$ cat src/rtl/acmfl_pkg.sv
`default_nettype none

package acmfl_pkg;

  localparam int unsigned SampleWidth = 16;
  localparam int unsigned MagWidth    = 15;
  localparam int unsigned CountWidth  = 8;
  localparam int unsigned CoefWidth   = 12;
  localparam int unsigned ProdVbWidth = SampleWidth + CoefWidth + 1;
  localparam int unsigned CfgIdxWidth = 2;
  localparam int unsigned CfgWidth    = 15;

  // all-pass coefficients, Q12
  localparam logic [CoefWidth-1:0] COEF_A_50 = 12'd3947;
  localparam logic [CoefWidth-1:0] COEF_B_50 = 12'd3798;
  localparam logic [CoefWidth-1:0] COEF_A_60 = 12'd3971;
  localparam logic [CoefWidth-1:0] COEF_B_60 = 12'd3846;

  localparam logic [MagWidth-1:0]   MAG_MAX         = 15'h7fff;
  localparam logic [MagWidth-1:0]   RESET_THRESHOLD = 15'd650;
  localparam logic [CountWidth-1:0] RESET_LIMIT     = 8'd13;

  localparam logic [CfgIdxWidth-1:0] CFG_LINE_60HZ   = 2'd0;
  localparam logic [CfgIdxWidth-1:0] CFG_THRESHOLD   = 2'd1;
  localparam logic [CfgIdxWidth-1:0] CFG_LIMIT       = 2'd2;

  typedef struct packed {
    logic                  line_is_60hz;
    logic [MagWidth-1:0]   loss_threshold;
    logic [CountWidth-1:0] confirm_limit;
  } cfg_t;

  typedef struct packed {
    logic signed [SampleWidth-1:0] lag;
    logic signed [SampleWidth-1:0] v;
  } filt_beat_t;

  // |x| of a 16-bit two's complement value; -32768 gives 32768
  function automatic logic [SampleWidth-1:0] abs16(input logic signed [SampleWidth-1:0] x);
    logic [SampleWidth-1:0] r;
    r = x[SampleWidth-1] ? SampleWidth'(-x) : x;
    return r;
  endfunction

endpackage

`default_nettype wire

$ cat src/rtl/ac_mains_fast_loss_detector.sv
`default_nettype none

// Fast mains-loss detector. Each input beat is one signed 16-bit phase-voltage
// sample; a first-order all-pass (50/60 Hz coefficients by register 0) forms a
// ~90 degree lagged copy, |v|+|lag| (saturated at 32767) is compared against
// loss_threshold, and a confirmation counter with limit confirm_limit sets and
// clears the loss flag. One result beat per input beat. Throughput is one beat
// per clock while the output is not stalled; an accepted beat passes through
// three registers (input register, all-pass feedback register, detector output
// register) before it is presented on the output. Write configuration only
// while no beats are in flight.

module ac_mains_fast_loss_detector
  import acmfl_pkg::*;
(
  input  wire logic                   clk,
  input  wire logic                   rst,
  input  wire logic                   cfg_we,
  input  wire logic [CfgIdxWidth-1:0] cfg_index,
  input  wire logic [CfgWidth-1:0]    cfg_data,
  input  wire logic                   s_tvalid,
  output logic                        s_tready,
  input  wire logic [15:0]            s_tdata,   // [15:0] voltage_sample
  output logic                        m_tvalid,
  input  wire logic                   m_tready,
  output logic [31:0]                 m_tdata    // [15:0] quadrature_sample,
                                                 // [30:16] magnitude_estimate,
                                                 // [31] voltage_lost
);

  cfg_t                   cfg;
  logic                   f_valid;
  logic                   f_ready;
  filt_beat_t             f_beat;
  logic [SampleWidth-1:0] quadrature_sample;
  logic [MagWidth-1:0]    magnitude_estimate;
  logic                   voltage_lost;

  always_ff @(posedge clk) begin
    if (rst) begin
      cfg.line_is_60hz   <= 1'b0;
      cfg.loss_threshold <= RESET_THRESHOLD;
      cfg.confirm_limit  <= RESET_LIMIT;
    end else if (cfg_we) begin
      unique case (cfg_index)
        CFG_LINE_60HZ: cfg.line_is_60hz   <= cfg_data[0];
        CFG_THRESHOLD: cfg.loss_threshold <= cfg_data[MagWidth-1:0];
        CFG_LIMIT:     cfg.confirm_limit  <= cfg_data[CountWidth-1:0];
        default: ;
      endcase
    end
  end

  acmfl_filter u_filter (
    .clk          (clk),
    .rst          (rst),
    .line_is_60hz (cfg.line_is_60hz),
    .in_valid     (s_tvalid),
    .in_ready     (s_tready),
    .in_sample    (s_tdata),
    .out_valid    (f_valid),
    .out_ready    (f_ready),
    .out_beat     (f_beat)
  );

  acmfl_detect u_detect (
    .clk                (clk),
    .rst                (rst),
    .cfg                (cfg),
    .in_valid           (f_valid),
    .in_ready           (f_ready),
    .in_beat            (f_beat),
    .out_valid          (m_tvalid),
    .out_ready          (m_tready),
    .quadrature_sample  (quadrature_sample),
    .magnitude_estimate (magnitude_estimate),
    .voltage_lost       (voltage_lost)
  );

  assign m_tdata = {voltage_lost, magnitude_estimate, quadrature_sample};

endmodule

`default_nettype wire

$ cat src/rtl/acmfl_filter.sv
`default_nettype none

module acmfl_filter
  import acmfl_pkg::*;
(
  input  wire logic                          clk,
  input  wire logic                          rst,
  input  wire logic                          line_is_60hz,
  input  wire logic                          in_valid,
  output logic                               in_ready,
  input  wire logic signed [SampleWidth-1:0] in_sample,
  output logic                               out_valid,
  input  wire logic                          out_ready,
  output filt_beat_t                         out_beat
);

  logic                          smp_valid;
  logic signed [SampleWidth-1:0] smp_v;
  logic signed [ProdVbWidth-1:0] smp_vb;
  logic                          f_ready;

  logic signed [SampleWidth-1:0] lagged_value;
  logic signed [SampleWidth-1:0] previous_sample;

  logic [CoefWidth-1:0]          coef_a;
  logic [CoefWidth-1:0]          coef_b;
  logic signed [SampleWidth:0]   lag_sum;
  logic signed [29:0]            prod_a;
  logic signed [30:0]            t_full;
  logic signed [SampleWidth-1:0] lag_next;

  assign coef_a = line_is_60hz ? COEF_A_60 : COEF_A_50;
  assign coef_b = line_is_60hz ? COEF_B_60 : COEF_B_50;

  assign f_ready  = !out_valid || out_ready;
  assign in_ready = !smp_valid || f_ready;

  // input register; v*B is formed here so the feedback path holds one multiply
  always_ff @(posedge clk) begin
    if (rst) begin
      smp_valid <= 1'b0;
    end else if (in_ready) begin
      smp_valid <= in_valid;
    end
    if (in_ready && in_valid) begin
      smp_v  <= in_sample;
      smp_vb <= ProdVbWidth'(in_sample) * ProdVbWidth'($signed({1'b0, coef_b}));
    end
  end

  always_comb begin
    lag_sum  = {lagged_value[SampleWidth-1], lagged_value}
             + {previous_sample[SampleWidth-1], previous_sample};
    prod_a   = 30'(lag_sum) * 30'($signed({1'b0, coef_a}));
    t_full   = {prod_a[29], prod_a} - {{(31-ProdVbWidth){smp_vb[ProdVbWidth-1]}}, smp_vb};
    // floor(t / 4096), wrapped to 16 bits
    lag_next = t_full[27:12];
  end

  always_ff @(posedge clk) begin
    if (rst) begin
      out_valid       <= 1'b0;
      lagged_value    <= '0;
      previous_sample <= '0;
    end else begin
      if (f_ready) begin
        out_valid <= smp_valid;
      end
      if (f_ready && smp_valid) begin
        lagged_value    <= lag_next;
        previous_sample <= smp_v;
      end
    end
    if (f_ready && smp_valid) begin
      out_beat.lag <= lag_next;
      out_beat.v   <= smp_v;
    end
  end

endmodule

`default_nettype wire

$ cat src/rtl/acmfl_detect.sv
`default_nettype none

module acmfl_detect
  import acmfl_pkg::*;
(
  input  wire logic                clk,
  input  wire logic                rst,
  input  wire cfg_t                cfg,
  input  wire logic                in_valid,
  output logic                     in_ready,
  input  wire filt_beat_t          in_beat,
  output logic                     out_valid,
  input  wire logic                out_ready,
  output logic [SampleWidth-1:0]   quadrature_sample,
  output logic [MagWidth-1:0]      magnitude_estimate,
  output logic                     voltage_lost
);

  logic [CountWidth-1:0]  confirm_counter;
  logic                   loss_flag;
  logic [CountWidth-1:0]  counter_next;
  logic                   flag_next;
  logic [SampleWidth:0]   mag_sum;
  logic [MagWidth-1:0]    mag;
  logic                   below;

  assign in_ready = !out_valid || out_ready;

  always_comb begin
    mag_sum = {1'b0, abs16(in_beat.v)} + {1'b0, abs16(in_beat.lag)};
    mag     = (mag_sum[SampleWidth] || mag_sum[SampleWidth-1]) ? MAG_MAX
                                                               : mag_sum[MagWidth-1:0];
    below   = mag < cfg.loss_threshold;

    counter_next = confirm_counter;
    flag_next    = loss_flag;
    if (below) begin
      if (confirm_counter < cfg.confirm_limit) begin
        counter_next = confirm_counter + 1'b1;
      end else begin
        flag_next = 1'b1;
      end
    end else begin
      if (confirm_counter != '0) begin
        counter_next = confirm_counter - 1'b1;
      end else begin
        flag_next = 1'b0;
      end
    end
  end

  always_ff @(posedge clk) begin
    if (rst) begin
      out_valid       <= 1'b0;
      confirm_counter <= '0;
      loss_flag       <= 1'b0;
    end else begin
      if (in_ready) begin
        out_valid <= in_valid;
      end
      if (in_ready && in_valid) begin
        confirm_counter <= counter_next;
        loss_flag       <= flag_next;
      end
    end
    if (in_ready && in_valid) begin
      quadrature_sample  <= in_beat.lag;
      magnitude_estimate <= mag;
      voltage_lost       <= flag_next;
    end
  end

endmodule

`default_nettype wire

$ cat config.mk
export PLATFORM = sky130hd
export DESIGN_NAME = ac_mains_fast_loss_detector
export DESIGN_NICKNAME = d
export VERILOG_FILES = /design/src/rtl/acmfl_pkg.sv /design/src/rtl/ac_mains_fast_loss_detector.sv /design/src/rtl/acmfl_filter.sv /design/src/rtl/acmfl_detect.sv
export SDC_FILE = /design/constraint.sdc
export NUM_CORES = 1
export LEC_CHECK = 0
export BUFFER_PORTS_ARGS = -buffer_cell sky130_fd_sc_hd__buf_2
export CAP_MARGIN = 20
export CORE_MARGIN = 8
export CORE_UTILIZATION = 65
export DETAILED_ROUTE_END_ITERATION = 16
export HOLD_SLACK_MARGIN = 0.02
export PLACE_DENSITY = 0.79
export SYNTH_ARGS = -nofsm -noshare
export SYNTH_HDL_FRONTEND = slang
export SYNTH_HIERARCHICAL = 1
export SYNTH_SLANG_ARGS = --single-unit
$ cat constraint.sdc
create_clock -name clk -period 16.5 [get_ports clk]
set_clock_uncertainty 0.05 [all_clocks]
set_input_delay 0.825 -clock clk [delete_from_list [all_inputs] [get_ports clk]]
set_output_delay 0.825 -clock clk [all_outputs]
set_load 0.005 [all_outputs]
=== Yosys cells after proc, flatten, opt, wreduce, memory -nomap -nowiden ===
Cells that the tools add are included.
Widths: inputs -> output; s select.

* Flip-flop bits (word level): 176
* Latch bits: 0
* Memory bits (writable): 0
* Memory bits (read-only): 0
* Input bits: 38
* Output and inout bits: 34
* Word-level logic and storage cells: 59
* Memories kept: 0

* Add/sub/neg operators: 7
* $mul: 2
* Divide/modulo/power cells: 0
* $lt $le $gt $ge: 2
* Eq/ne operators: 3
* Shift operators: 0
* Muxes and demuxes: 11
* Bitwise logic cells: 0
* Reduce and logical (&&, ||, !) cells: 17

{| class="wikitable"
|+ Operators with widths
! operator !! count
|-
| $add 16x16->17 || 2
|-
| $mux 16 || 2
|-
| $mux 8 || 4
|-
| $neg 16->16 || 2
|-
| $mul 16x13->28 || 1
|-
| $mul 17x13->28 || 1
|-
| $sub 28x28->28 || 1
|-
| $lt 15x15->1 || 1
|-
| $mux 15 || 1
|-
| $mux 9 || 1
|-
| $add 8x1->8 const B || 1
|-
| $lt 8x8->1 || 1
|-
| $reduce_bool 8->1 || 1
|-
| $sub 8x1->8 const B || 1
|-
| $reduce_and 2->1 || 3
|-
| $logic_or 1x1->1 || 4
|-
| $logic_and 1x1->1 || 3
|-
| $logic_not 1->1 || 3
|-
| $mux 1 || 3
|-
| $reduce_and 3->1 || 1
|-
| $eq 2x1->1 const B || 1
|-
| $eq 2x2->1 const B || 1
|-
| $logic_not 2->1 || 1
|-
| $ne 2x2->1 const B || 1
|-
| $reduce_bool 2->1 || 1
|}

=== Depth between registers and ports, before layout ===
Gate-level depths: netlist of run 1.

* Word-level depth: 8
* Gate-level depth with buffers: 32
* Mapped depth without buffers: 31

=== By module ===
The synthesis of run 1 kept the hierarchy.

{| class="wikitable"
|+ By module, submodules not included
! module !! times used !! cells each !! area an instance (um^2) !! sequential area each (um^2)
|-
| acmfl_filter || 1 || 1472 || 15426.0 || 2902.8
|-
| acmfl_detect || 1 || 412 || 3708.6 || 1161.1
|-
| ac_mains_fast_loss_detector || 1 || 103 || 1049.8 || 480.5
|}

=== Worst setup path before layout of run 1 ===
No wires, ideal clock.

* Path kind: flip-flop to flip-flop
* From: register u_filter.lagged_value[0]
* To: register u_filter/out_beat[31] (netlist bit) (data pin)
* Setup time: 0.255 ns
* Arrival: 6.668 ns
* Required time: 16.195 ns
* Path slack: 9.528 ns
* Stages on the path, launching flop included: 26
* Buffers on the path: 1
* Period minus slack after synthesis: 6.972 ns
* Cells stage by stage: dfxtp_1 > ha_1 > inv_1 > fa_1 > nand2b_1 > a21o_1 > a21oi_2 > a21boi_2 > o21bai_2 > xor2_2 > inv_1 > mux2i_1 > ha_1 > fa_1 > fa_1 > fa_1 > fa_1 > fa_1 > ha_1 > clkbuf_1 > and2_1 > nand3_1 > a2111oi_0 > nor2_1 > a211o_1 > and2_1

* Word-level cells in the longest chain between the ends: 3

{| class="wikitable"
|+ RTL lines
! item !! line !! source
|-
| start, declared || acmfl_filter.sv:22 || <nowiki>logic signed [SampleWidth-1:0] lagged_value;</nowiki>
|-
| start signal, assigned || acmfl_filter.sv:70 || <nowiki>lagged_value <= lag_next;</nowiki>
|-
| $add 16x16->17 || acmfl_filter.sv:53 || <nowiki>+ {previous_sample[SampleWidth-1], previous_sample};</nowiki>
|-
| $mul 17x13->28 || acmfl_filter.sv:54 || <nowiki>prod_a = 30'(lag_sum) * 30'($signed({1'b0, coef_a}));</nowiki>
|-
| $sub 28x28->28 || acmfl_filter.sv:55 || <nowiki>t_full = {prod_a[29], prod_a} - {{(31-ProdVbWidth){smp_vb[ProdVbWidth-1]}}, smp_vb};</nowiki>
|-
| via u_filter.t_full[27] || acmfl_filter.sv:29 || <nowiki>logic signed [30:0] t_full;</nowiki>
|-
| end, declared || acmfl_filter.sv:14 || <nowiki>output filt_beat_t out_beat</nowiki>
|}

The timed path passes the listed nets, and every way through them passes these cells.
A chain may end at the register's enable or synchronous reset.

=== Final worst setup path of run 1 ===
* From: register u_filter.previous_sample[0]
* To: register u_filter.lagged_value[13]

* Word-level cells in the longest chain between the ends: 3

{| class="wikitable"
|+ RTL lines
! item !! line !! source
|-
| start, declared || acmfl_filter.sv:23 || <nowiki>logic signed [SampleWidth-1:0] previous_sample;</nowiki>
|-
| start signal, assigned || acmfl_filter.sv:71 || <nowiki>previous_sample <= smp_v;</nowiki>
|-
| $add 16x16->17 || acmfl_filter.sv:53 ||
|-
| $mul 17x13->28 || acmfl_filter.sv:54 ||
|-
| $sub 28x28->28 || acmfl_filter.sv:55 ||
|-
| via u_filter.t_full[25] || acmfl_filter.sv:29 ||
|}

The timed path passes the listed nets, and every way through them passes these cells.

==> flow_summary.json, run 1 <==
{
  "status": "finished clean",
  "ys.flop_type": "edfxtp_1",
  "cp_slowest_cell": "fa_1",
  "netlist_area_um2": 20200,
  "rows": 64,
  "cts_setup_buffers": 0,
  "synth_edf_count": 106,
  "setup_ws_ns": 8.42,
  "io-pin-count": 72,
  "rsz0062_at_grt": "false",
  "fin_area_um2": 21500,
  "grt_overflow": 0,
  "slowest_delay_ns": 0.54,
  "avgSynthCellArea_um2": 10.2,
  "ys_ff_latch": 174,
  "worst_pin_slew_ns": 1.08,
  "worst-path-buf-inv": 2,
  "critical_path_arrival_ns": 8.36,
  "n_antenna_cell": 0,
  "start_util_pct": 66.0,
  "critPathTopFamily": "adder cells",
  "drtAntennaViolNets": 0,
  "timing.final.crit_period_ns": 8.08,
  "cts_tree": "done",
  "clock_latency_ns": 0.45,
  "wl_um": 47400,
  "place_ws_ns": 8.50,
  "post-dp-hpwl_um": 38900,
  "setup_tns_ns": 0,
  "fin_crit_sh_pct": 49.0,
  "synth_area_leaders": "fa_1 25%, edfxtp_1 16%, ha_1 16%",
  "drt_iter0_drc": 899,
  "cp.required_ns": 16.79,
  "place_congestion": 0.915,
  "core_area_um2": 30600,
  "cts_sinks": 174,
  "fmax_mhz": 124,
  "layout-drive-gt1-share_pct": 7.89,
  "grt_util_all_layers_pct": 26.7,
  "yosysSeqAreaShare_pct": 22.5,
  "yosys.area.top_type_share_pct": 25.0,
  "hold_class": "reg2reg",
  "syn_inst": 1987,
  "maxCapViolCount": 0,
  "crit_type": "reg2reg",
  "cts_max_level": 4,
  "setup_viol": 0,
  "cts.path.max_buffers": 2,
  "synthTopCellsByCount": "356 x inv_1, 252 x fa_1, 252 x ha_1, 106 x edfxtp_1, 105 x nand2_1",
  "synth_top_area_cell": "fa_1",
  "synth.distinct_cells": 93,
  "critPathLaunchType": "flop",
  "cp-end-kind": "flop",
  "crit_path_frequent_cell": "fa_1",
  "relSlewSlack_pct": 27.6,
  "drcViolationCount": 0,
  "grt_max_degree": 74,
  "dieArea_um2": 36900,
  "synthToLayoutAreaGrowth_pct": 6.53,
  "vias_per_cell": 5.86,
  "portBuffers": 71,
  "antenna_found_initial": 0,
  "grt_pass1_wl_um": 77100,
  "grt_pass1_vias": 15431,
  "hold_viol_final": 0,
  "async_flop_share_pct": 0,
  "synthMostInstantiatedCell": "inv_1",
  "cts_root_buffer": "clkbuf_16",
  "cp_cell_sequence": "ha_1 > inv_1 > fa_1 > nand2b_1 > a21o_1 > a21oi_2 > a21boi_2 > o21bai_2 > xor2_2 > inv_1 > nor2_1 > ha_1 > fa_1 > fa_1 > fa_1 > fa_1 > fa_1 > ha_1 > nand4_1 > nor4_1 > o211ai_1 > a31oi_1 > xor2_1 > a22o_1",
  "ys_warn_count": 6,
  "cts_buffers": 17,
  "vias": 14340,
  "placed_area_um2": 20900,
  "layout.nets": 2582,
  "drtPass1Iterations": 5,
  "cp_max_fo": 12,
  "clk_pin_slew_worst_paths_ns": 0.07,
  "wl_per_cell_um": 19.3,
  "fp.dieH_um": 192,
  "die_w_um": 192,
  "maxSlewViolCount": 0,
  "ctsHoldBuffers": 0,
  "ctsResizeCount": 0
}
==> path summary, 6_finish.rpt <==
check	end	cells after the start	from	slack (ns)
setup / recovery	u_filter/lagged_value[13]	24	u_filter/previous_sample[0]	8.42
hold / removal	u_detect/out_valid	2	u_filter/out_valid	0.41
setup reg to reg	u_filter/lagged_value[13]	24	u_filter/previous_sample[0]	8.42
hold reg to reg	u_detect/out_valid	2	u_filter/out_valid	0.41
==> layout by cell type, fill, tap and decap left out, drive strengths merged, types with 7 or more instances in the layout <==
master    n
a211oi   23
a21o     41
a21oi   103
a31oi    12
and2     23
and3     10
buf      81
clkbuf   18
dfxtp    68
edfxtp  106
fa      252
ha      252
inv     366
mux2      8
mux2i    29
nand2   105
nand2b   50
nand3    21
nand3b    7
nand4    17
nor2     87
nor2b    39
nor3     19
nor4      7
o211ai   11
o21a     15
o21ai    67
o31ai    11
or3      13
xnor2    71
xor2     39
==> flip-flops by register name (all words and copies together) (netlist names), 15 cells and up <==
signal	cells
u_filter/out_beat	32
u_detect/quadrature_sample	16
u_filter/previous_sample	16
cfg	24
u_filter/smp_v	16
u_filter/lagged_value	16
u_detect/magnitude_estimate	15
u_filter/smp_vb	26
==> logic make-up after synthesis <==
kind of cell | Yosys count | share of synthesized area, %
compound gates | 330 | 10.8
xor+xnor | 110 | 5.26
fa+ha+maj | 506 | 40.7
buf+inv | 407 | 7.80
flops | 174 | 22.5
mux | 37 | 1.98
other cells | 2 | 0.0372
simple gates | 421 | 10.9
==> metal layers <==
layer  global-route usage (%)  vias up  share of wire (%)
met3                     3.76      126                5.6
met5                        0        -                  0
met2                     48.1      464                 51
met1                     31.4     7053                 40
li1                         -     6697                  -
met4                     11.5        0                4.1
==> tightest hold or removal path, stage by stage, from the launching register on <==
cell and delay (ns):
dfxtp_1 0.32, inv_1 0.05, a21oi_1 0.05
==> layout make-up <==
| cell class | count | area, um2 |
|---|---|---|
| inverter | 358 | 1340 |
| clock buffer | 18 | 450 |
| clock inverter | 14 | 161 |
| sequential | 174 | 4550 |
| fill | 2321 | 9090 |
| tap | 396 | 495 |
| timing repair buffer | 81 | 430 |
| multi-input combinational | 1408 | 14100 |
==> stage by stage <==
stage	hold slack, ns	instances	util [%]
final	0.414	2449	70.3
after global routing	0.442	2449	70.3
after detailed placement	0.400	2415	68.2
after floorplan	0.376	1989	-
after global placement	0.390	2415	68.2
after CTS	0.417	2447	70.2
Power of run 1 is left out: the tool's default activity adds up to more than one toggle a clock period on the data nets, which glitch-free logic cannot reach.
==> run 2, diff against run 1 <==
clock period = 8.1 ns   (was 16.5 ns; I/O delays follow)
==> run 2 against run 1 <==
  * Utilization grew 0.17 points
  * Hold slack got worse by 0.26 ns
  * Maximum frequency up 7.8%
  * Clock-buffer cell count rose by 4
  * Final area grew 0.24%
  * Highest routed layer unchanged
  * Via count down 0.22%
  * Flip-flop and latch count did not move
  * Sequential share of layout area down 0.051 points
  * Cell count increased by 0.24%
  * Wire length increased by 0.26%
  * Non-clock buffer count grew 6
==> flow_summary.json, run 2 (synthesis gave the netlist of run 1 again) <==
{
  "cp-end-kind": "flop",
  "cts_max_level": 4,
  "status": "finished clean",
  "r2r-end": "u_filter/lagged_value[13]",
  "layout-drive-gt1-share_pct": 8.11,
  "rr_worst_depth": 25,
  "synthToLayoutAreaGrowth_pct": 6.79,
  "cts_root_buffer": "clkbuf_16",
  "layout_commonest_cell": "inv_1",
  "die_w_um": 192,
  "cp_slowest_cell": "fa_1",
  "cts_setup_buffers": 0,
  "crit_end": "u_filter/lagged_value[13]",
  "largest_reg_flops": 32,
  "crit_path_frequent_cell": "fa_1",
  "hold_class": "in2reg",
  "critPathLaunchType": "flop",
  "n_antenna_cell": 0,
  "setup_tns_ns": 0,
  "r2r_setup_slack_ns": 0.61,
  "grt_pass1_wl_um": 78100,
  "fmax_mhz": 133,
  "portBuffers": 71,
  "cts.path.max_buffers": 2,
  "fp.dieH_um": 192,
  "clk_pin_slew_worst_paths_ns": 0.07,
  "vias": 14309,
  "cts_buffers": 17,
  "post-dp-hpwl_um": 39200,
  "grt_pass1_vias": 15540,
  "timing.final.crit_period_ns": 7.49,
  "rows": 64,
  "grt_util_all_layers_pct": 27.0,
  "wl_per_cell_um": 19.3,
  "cp_max_fo": 12,
  "fin_hold_ws_ns": 0.155,
  "nFillCells": 2336,
  "relSlewSlack_pct": 34.0,
  "fin_crit_sh_pct": 92.5,
  "clock_latency_ns": 0.44,
  "slowest_delay_ns": 0.54,
  "maxSlewViolCount": 0,
  "place_congestion": 1.02,
  "drcViolationCount": 0,
  "hp-start": "s_tvalid",
  "drtPass1Iterations": 7,
  "regMostFlops": "u_filter/out_beat",
  "reg2reg_from": "u_filter/lagged_value[0]",
  "grt_max_degree": 88,
  "drtAntennaViolNets": 0,
  "ctsResizeCount": 0,
  "drt_iter0_drc": 762,
  "vias_per_cell": 5.83,
  "antenna_found_initial": 2,
  "core_area_um2": 30600,
  "wl_um": 47500,
  "ctsHoldBuffers": 0,
  "worst_pin_slew_ns": 0.990,
  "maxCapViolCount": 0,
  "setup_viol": 0,
  "rsz0062_at_grt": "false",
  "cts_tree": "done",
  "startpoint": "u_filter/lagged_value[0]",
  "dieArea_um2": 36900,
  "hold_viol_final": 0,
  "cp.required_ns": 8.43,
  "crit_type": "reg2reg",
  "layout.nets": 2588,
  "top_regs": "u_filter/out_beat x32, u_filter/smp_vb x26, cfg x24",
  "start_util_pct": 66.0,
  "grt_overflow": 0,
  "cts_sinks": 174,
  "layout_common_cells": "355 x inv_1, 252 x fa_1, 252 x ha_1",
  "io-pin-count": 72,
  "critical_path_arrival_ns": 7.82
}
[run 2: worst min-delay path by stage]
stage                                        endpoint  slack, ns  depth (start not counted)
after floorplan                 u_filter/out_beat[10]       0.38                          0
after global placement             u_detect/out_valid       0.39                          2
after detailed placement  u_filter/previous_sample[0]       0.41                          2
after CTS                          u_filter/smp_valid       0.14                          3
after global routing               u_filter/smp_valid       0.17                          3
final                              u_filter/smp_valid       0.16                          3
[run 2: routing by layer]
metal | vias up | part of all wire [%] | track usage [%]
li1 | 6726 | - | -
met1 | 7039 | 39 | 31.9
met2 | 437 | 52 | 48.8
met3 | 107 | 5.4 | 3.85
met4 | 0 | 3.9 | 10.6
met5 | - | 0 | 0
[run 2: cell type report]
cell class	instances	area, um2	share of cell area (%)
Inverter	358	1340	6.23
Clock buffer	22	507	2.35
Timing Repair Buffer	87	475	2.21
Clock inverter	10	113	0.522
Tap cell	396	495	2.30
Sequential cell	174	4550	21.1
Multi-Input combinational cell	1408	14100	65.3
[run 2: metrics by stage]
stage / cells / util, % / setup slack, ns / area, um2
finish: 2455 / 70.5 / 0.608 / 21600
global route: 2455 / 70.5 / 0.0543 / 21600
CTS: 2455 / 70.5 / 0.605 / 21600
detailed placement: 2423 / 68.4 / 0.610 / 20900
global placement: 2423 / 68.4 / 0.839 / 20900
floorplan: 1989 / - / 1.13 / 20200
[run 2: worst max-delay path: cells and delay by family, from the launching register on]
family | cells | cell delay, ns
adder cells (fa/ha/maj) | 9 | 3.80
AO/OA/AOI/OAI | 7 | 1.44
AND/OR/NAND/NOR | 4 | 1.08
buffers and inverters | 3 | 0.37
XOR/XNOR | 2 | 0.37
flip-flops | 1 | 0.33
Power of run 2 is left out for the same reason.
==> run 3, diff against run 2 <==
ABC_AREA = 1   (was unset)
clock period = 7.8 ns   (was 8.1 ns; I/O delays follow)
==> run 3 against run 2 <==
  * Synthesized cell count grew 20%
  * Non-clock buffer count is the same
  * Hold slack got worse by 0.049 ns
  * Utilization shrank 0.47 points
  * Setup slack improved by 0.16 ns
  * Maximum frequency increased by 6.5%
  * Clock-buffer cell count is 5 lower
  * Via count is 9.0% higher
==> flow_summary.json, run 3 <==
{
  "drtAntennaViolNets": 0,
  "fin_crit_sh_pct": 90.2,
  "place_congestion": 0.960,
  "yosysSeqAreaShare_pct": 22.2,
  "drcViolationCount": 0,
  "layout_commonest_cell": "inv_1",
  "cts.path.max_buffers": 2,
  "grt_pass1_wl_um": 80200,
  "ys_ff_latch": 174,
  "relSlewSlack_pct": 44.9,
  "fmax_mhz": 142,
  "wl_met2_um": 23900,
  "timing.final.crit_period_ns": 7.04,
  "rsz0062_at_grt": "false",
  "wl_per_cell_um": 17.2,
  "cts_sinks": 174,
  "n_antenna_cell": 0,
  "vias_per_cell": 5.43,
  "synthToLayoutAreaGrowth_pct": 6.91,
  "worst_pin_slew_ns": 0.827,
  "drt_iter0_drc": 986,
  "layout.nets": 2998,
  "cts_tree": "done",
  "wl_um": 49300,
  "netlist_area_um2": 20500,
  "crit_path_frequent_cell": "a21oi_1",
  "cts_root_buffer": "clkbuf_16",
  "vias": 15598,
  "cts_setup_buffers": 0,
  "layout_common_cells": "542 x inv_1, 449 x nand2_1, 252 x fa_1, 252 x ha_1, 188 x nor2_1",
  "slowest_delay_ns": 0.51,
  "cp_max_fo": 15,
  "clk_pin_slew_worst_paths_ns": 0.07,
  "core_area_um2": 31300,
  "drtPass1Iterations": 8,
  "grt_util_all_layers_pct": 26.8,
  "ctsResizeCount": 0,
  "async_flop_share_pct": 0,
  "synth.distinct_cells": 54,
  "grt_overflow": 0,
  "ctsHoldBuffers": 0,
  "grt_max_degree": 72,
  "post-dp-hpwl_um": 41700,
  "portBuffers": 71,
  "hold_viol_final": 0,
  "maxSlewViolCount": 0,
  "rows": 65,
  "layout-drive-gt1-share_pct": 6.68,
  "io-pin-count": 72,
  "regArea_um2": 4550,
  "place_ws_ns": 0.962,
  "grt_pass1_vias": 15929,
  "dieArea_um2": 37500,
  "cts_max_level": 4,
  "yosys.area.top_type_share_pct": 24.6,
  "clock_latency_ns": 0.46,
  "setup_ws_ns": 0.764,
  "fp.dieH_um": 194,
  "wl_met3_um": 2470,
  "synthMostInstantiatedCell": "inv_1",
  "multi_input_area_um2": 13700,
  "synth_area_leaders": "fa_1 25%, edfxtp_1 16%, ha_1 15%",
  "critical_path_arrival_ns": 7.33,
  "syn_inst": 2386,
  "antenna_found_initial": 0,
  "crit_type": "reg2reg",
  "topRoutingLayerUsed": "met4",
  "cp_slowest_cell": "nor4_1",
  "cp.required_ns": 8.09,
  "largest_reg_flops": 32,
  "start_util_pct": 65.5,
  "maxCapViolCount": 0,
  "regMostFlops": "u_filter/out_beat",
  "top_regs": "u_filter/out_beat x32, u_filter/smp_vb x26, cfg x24",
  "nFillCells": 2479,
  "synth_edf_count": 106,
  "synthTopCellsByCount": "543 x inv_1, 449 x nand2_1, 252 x fa_1, 252 x ha_1, 188 x nor2_1",
  "setup_tns_ns": 0,
  "die_w_um": 194,
  "cts_buffers": 17,
  "wl_met1_um": 20700,
  "critPathLaunchType": "flop",
  "synth_top_area_cell": "fa_1",
  "hold_class": "in2reg",
  "setup_viol": 0,
  "avgSynthCellArea_um2": 8.59,
  "status": "finished clean",
  "cp-end-kind": "flop",
  "ys.flop_type": "edfxtp_1",
  "ys_warn_count": 6
}
[run 3: layout make-up]
type                       count  area share [%]
multi-input combinational   1628            62.6
sequential                   174            20.7
inverter                     548            9.39
tap                          402            2.30
timing repair buffer          87            2.17
clock buffer                  17            1.94
clock inverter                15           0.856
[run 3: metal layers]
| layer | track usage (%) | vias up |
|---|---|---|
| met5 | 0 | - |
| met4 | 12.6 | 0 |
| met3 | 4.08 | 107 |
| met2 | 45.3 | 456 |
| met1 | 33.6 | 7490 |
| li1 | - | 7545 |
[run 3: worst paths after layout]
path | cells after the start | slack [ns] | from | end
worst max-delay path | 34 | 0.76 | u_filter/out_beat[18] | u_detect/confirm_counter[7]
worst min-delay path | 3 | 0.11 | cfg_data[8] | cfg[16]
worst max register to register | 34 | 0.76 | u_filter/out_beat[18] | u_detect/confirm_counter[7]
worst min register to register | 0 | 0.39 | u_filter/smp_v[2] | u_filter/out_beat[2]
[run 3: worst max-delay path, delay by kind of cell, from the launching register on]
kind,cells,cell delay [ns]
buffers and inverters,2,0.10
adders and majority gates,3,1.11
AOI/OAI and AO/OA,12,2.11
DFF,1,0.49
and+or+nand+nor,17,3.08
[run 3: stage by stage]
step	cell area, um2	std cells	hold slack, ns	util (%)
3_5_place_dp	21300	2839	0.386	68.0
3_3_place_gp	21300	2839	0.385	68.0
6_report	21900	2871	0.106	70.0
4_1_cts	21900	2871	0.0930	70.0
5_1_grt	21900	2871	0.124	70.0
2_1_floorplan	20500	2388	0.377	-
[run 3: kinds of logic (layout without fill, tap and decap cells)]
family / Yosys count / in the layout / share of synthesized area [%]
and+or+nand+nor: 793 / 793 / 16.2
buffers and inverters: 586 / 667 / 10.9
adders and majority gates: 504 / 504 / 40.0
AOI/OAI and AO/OA: 240 / 240 / 6.67
DFF: 174 / 174 / 22.2
xor gates and xnor gates: 87 / 87 / 4.03
other: 2 / 4 / 0.0366
Power of run 3 is left out for the same reason.
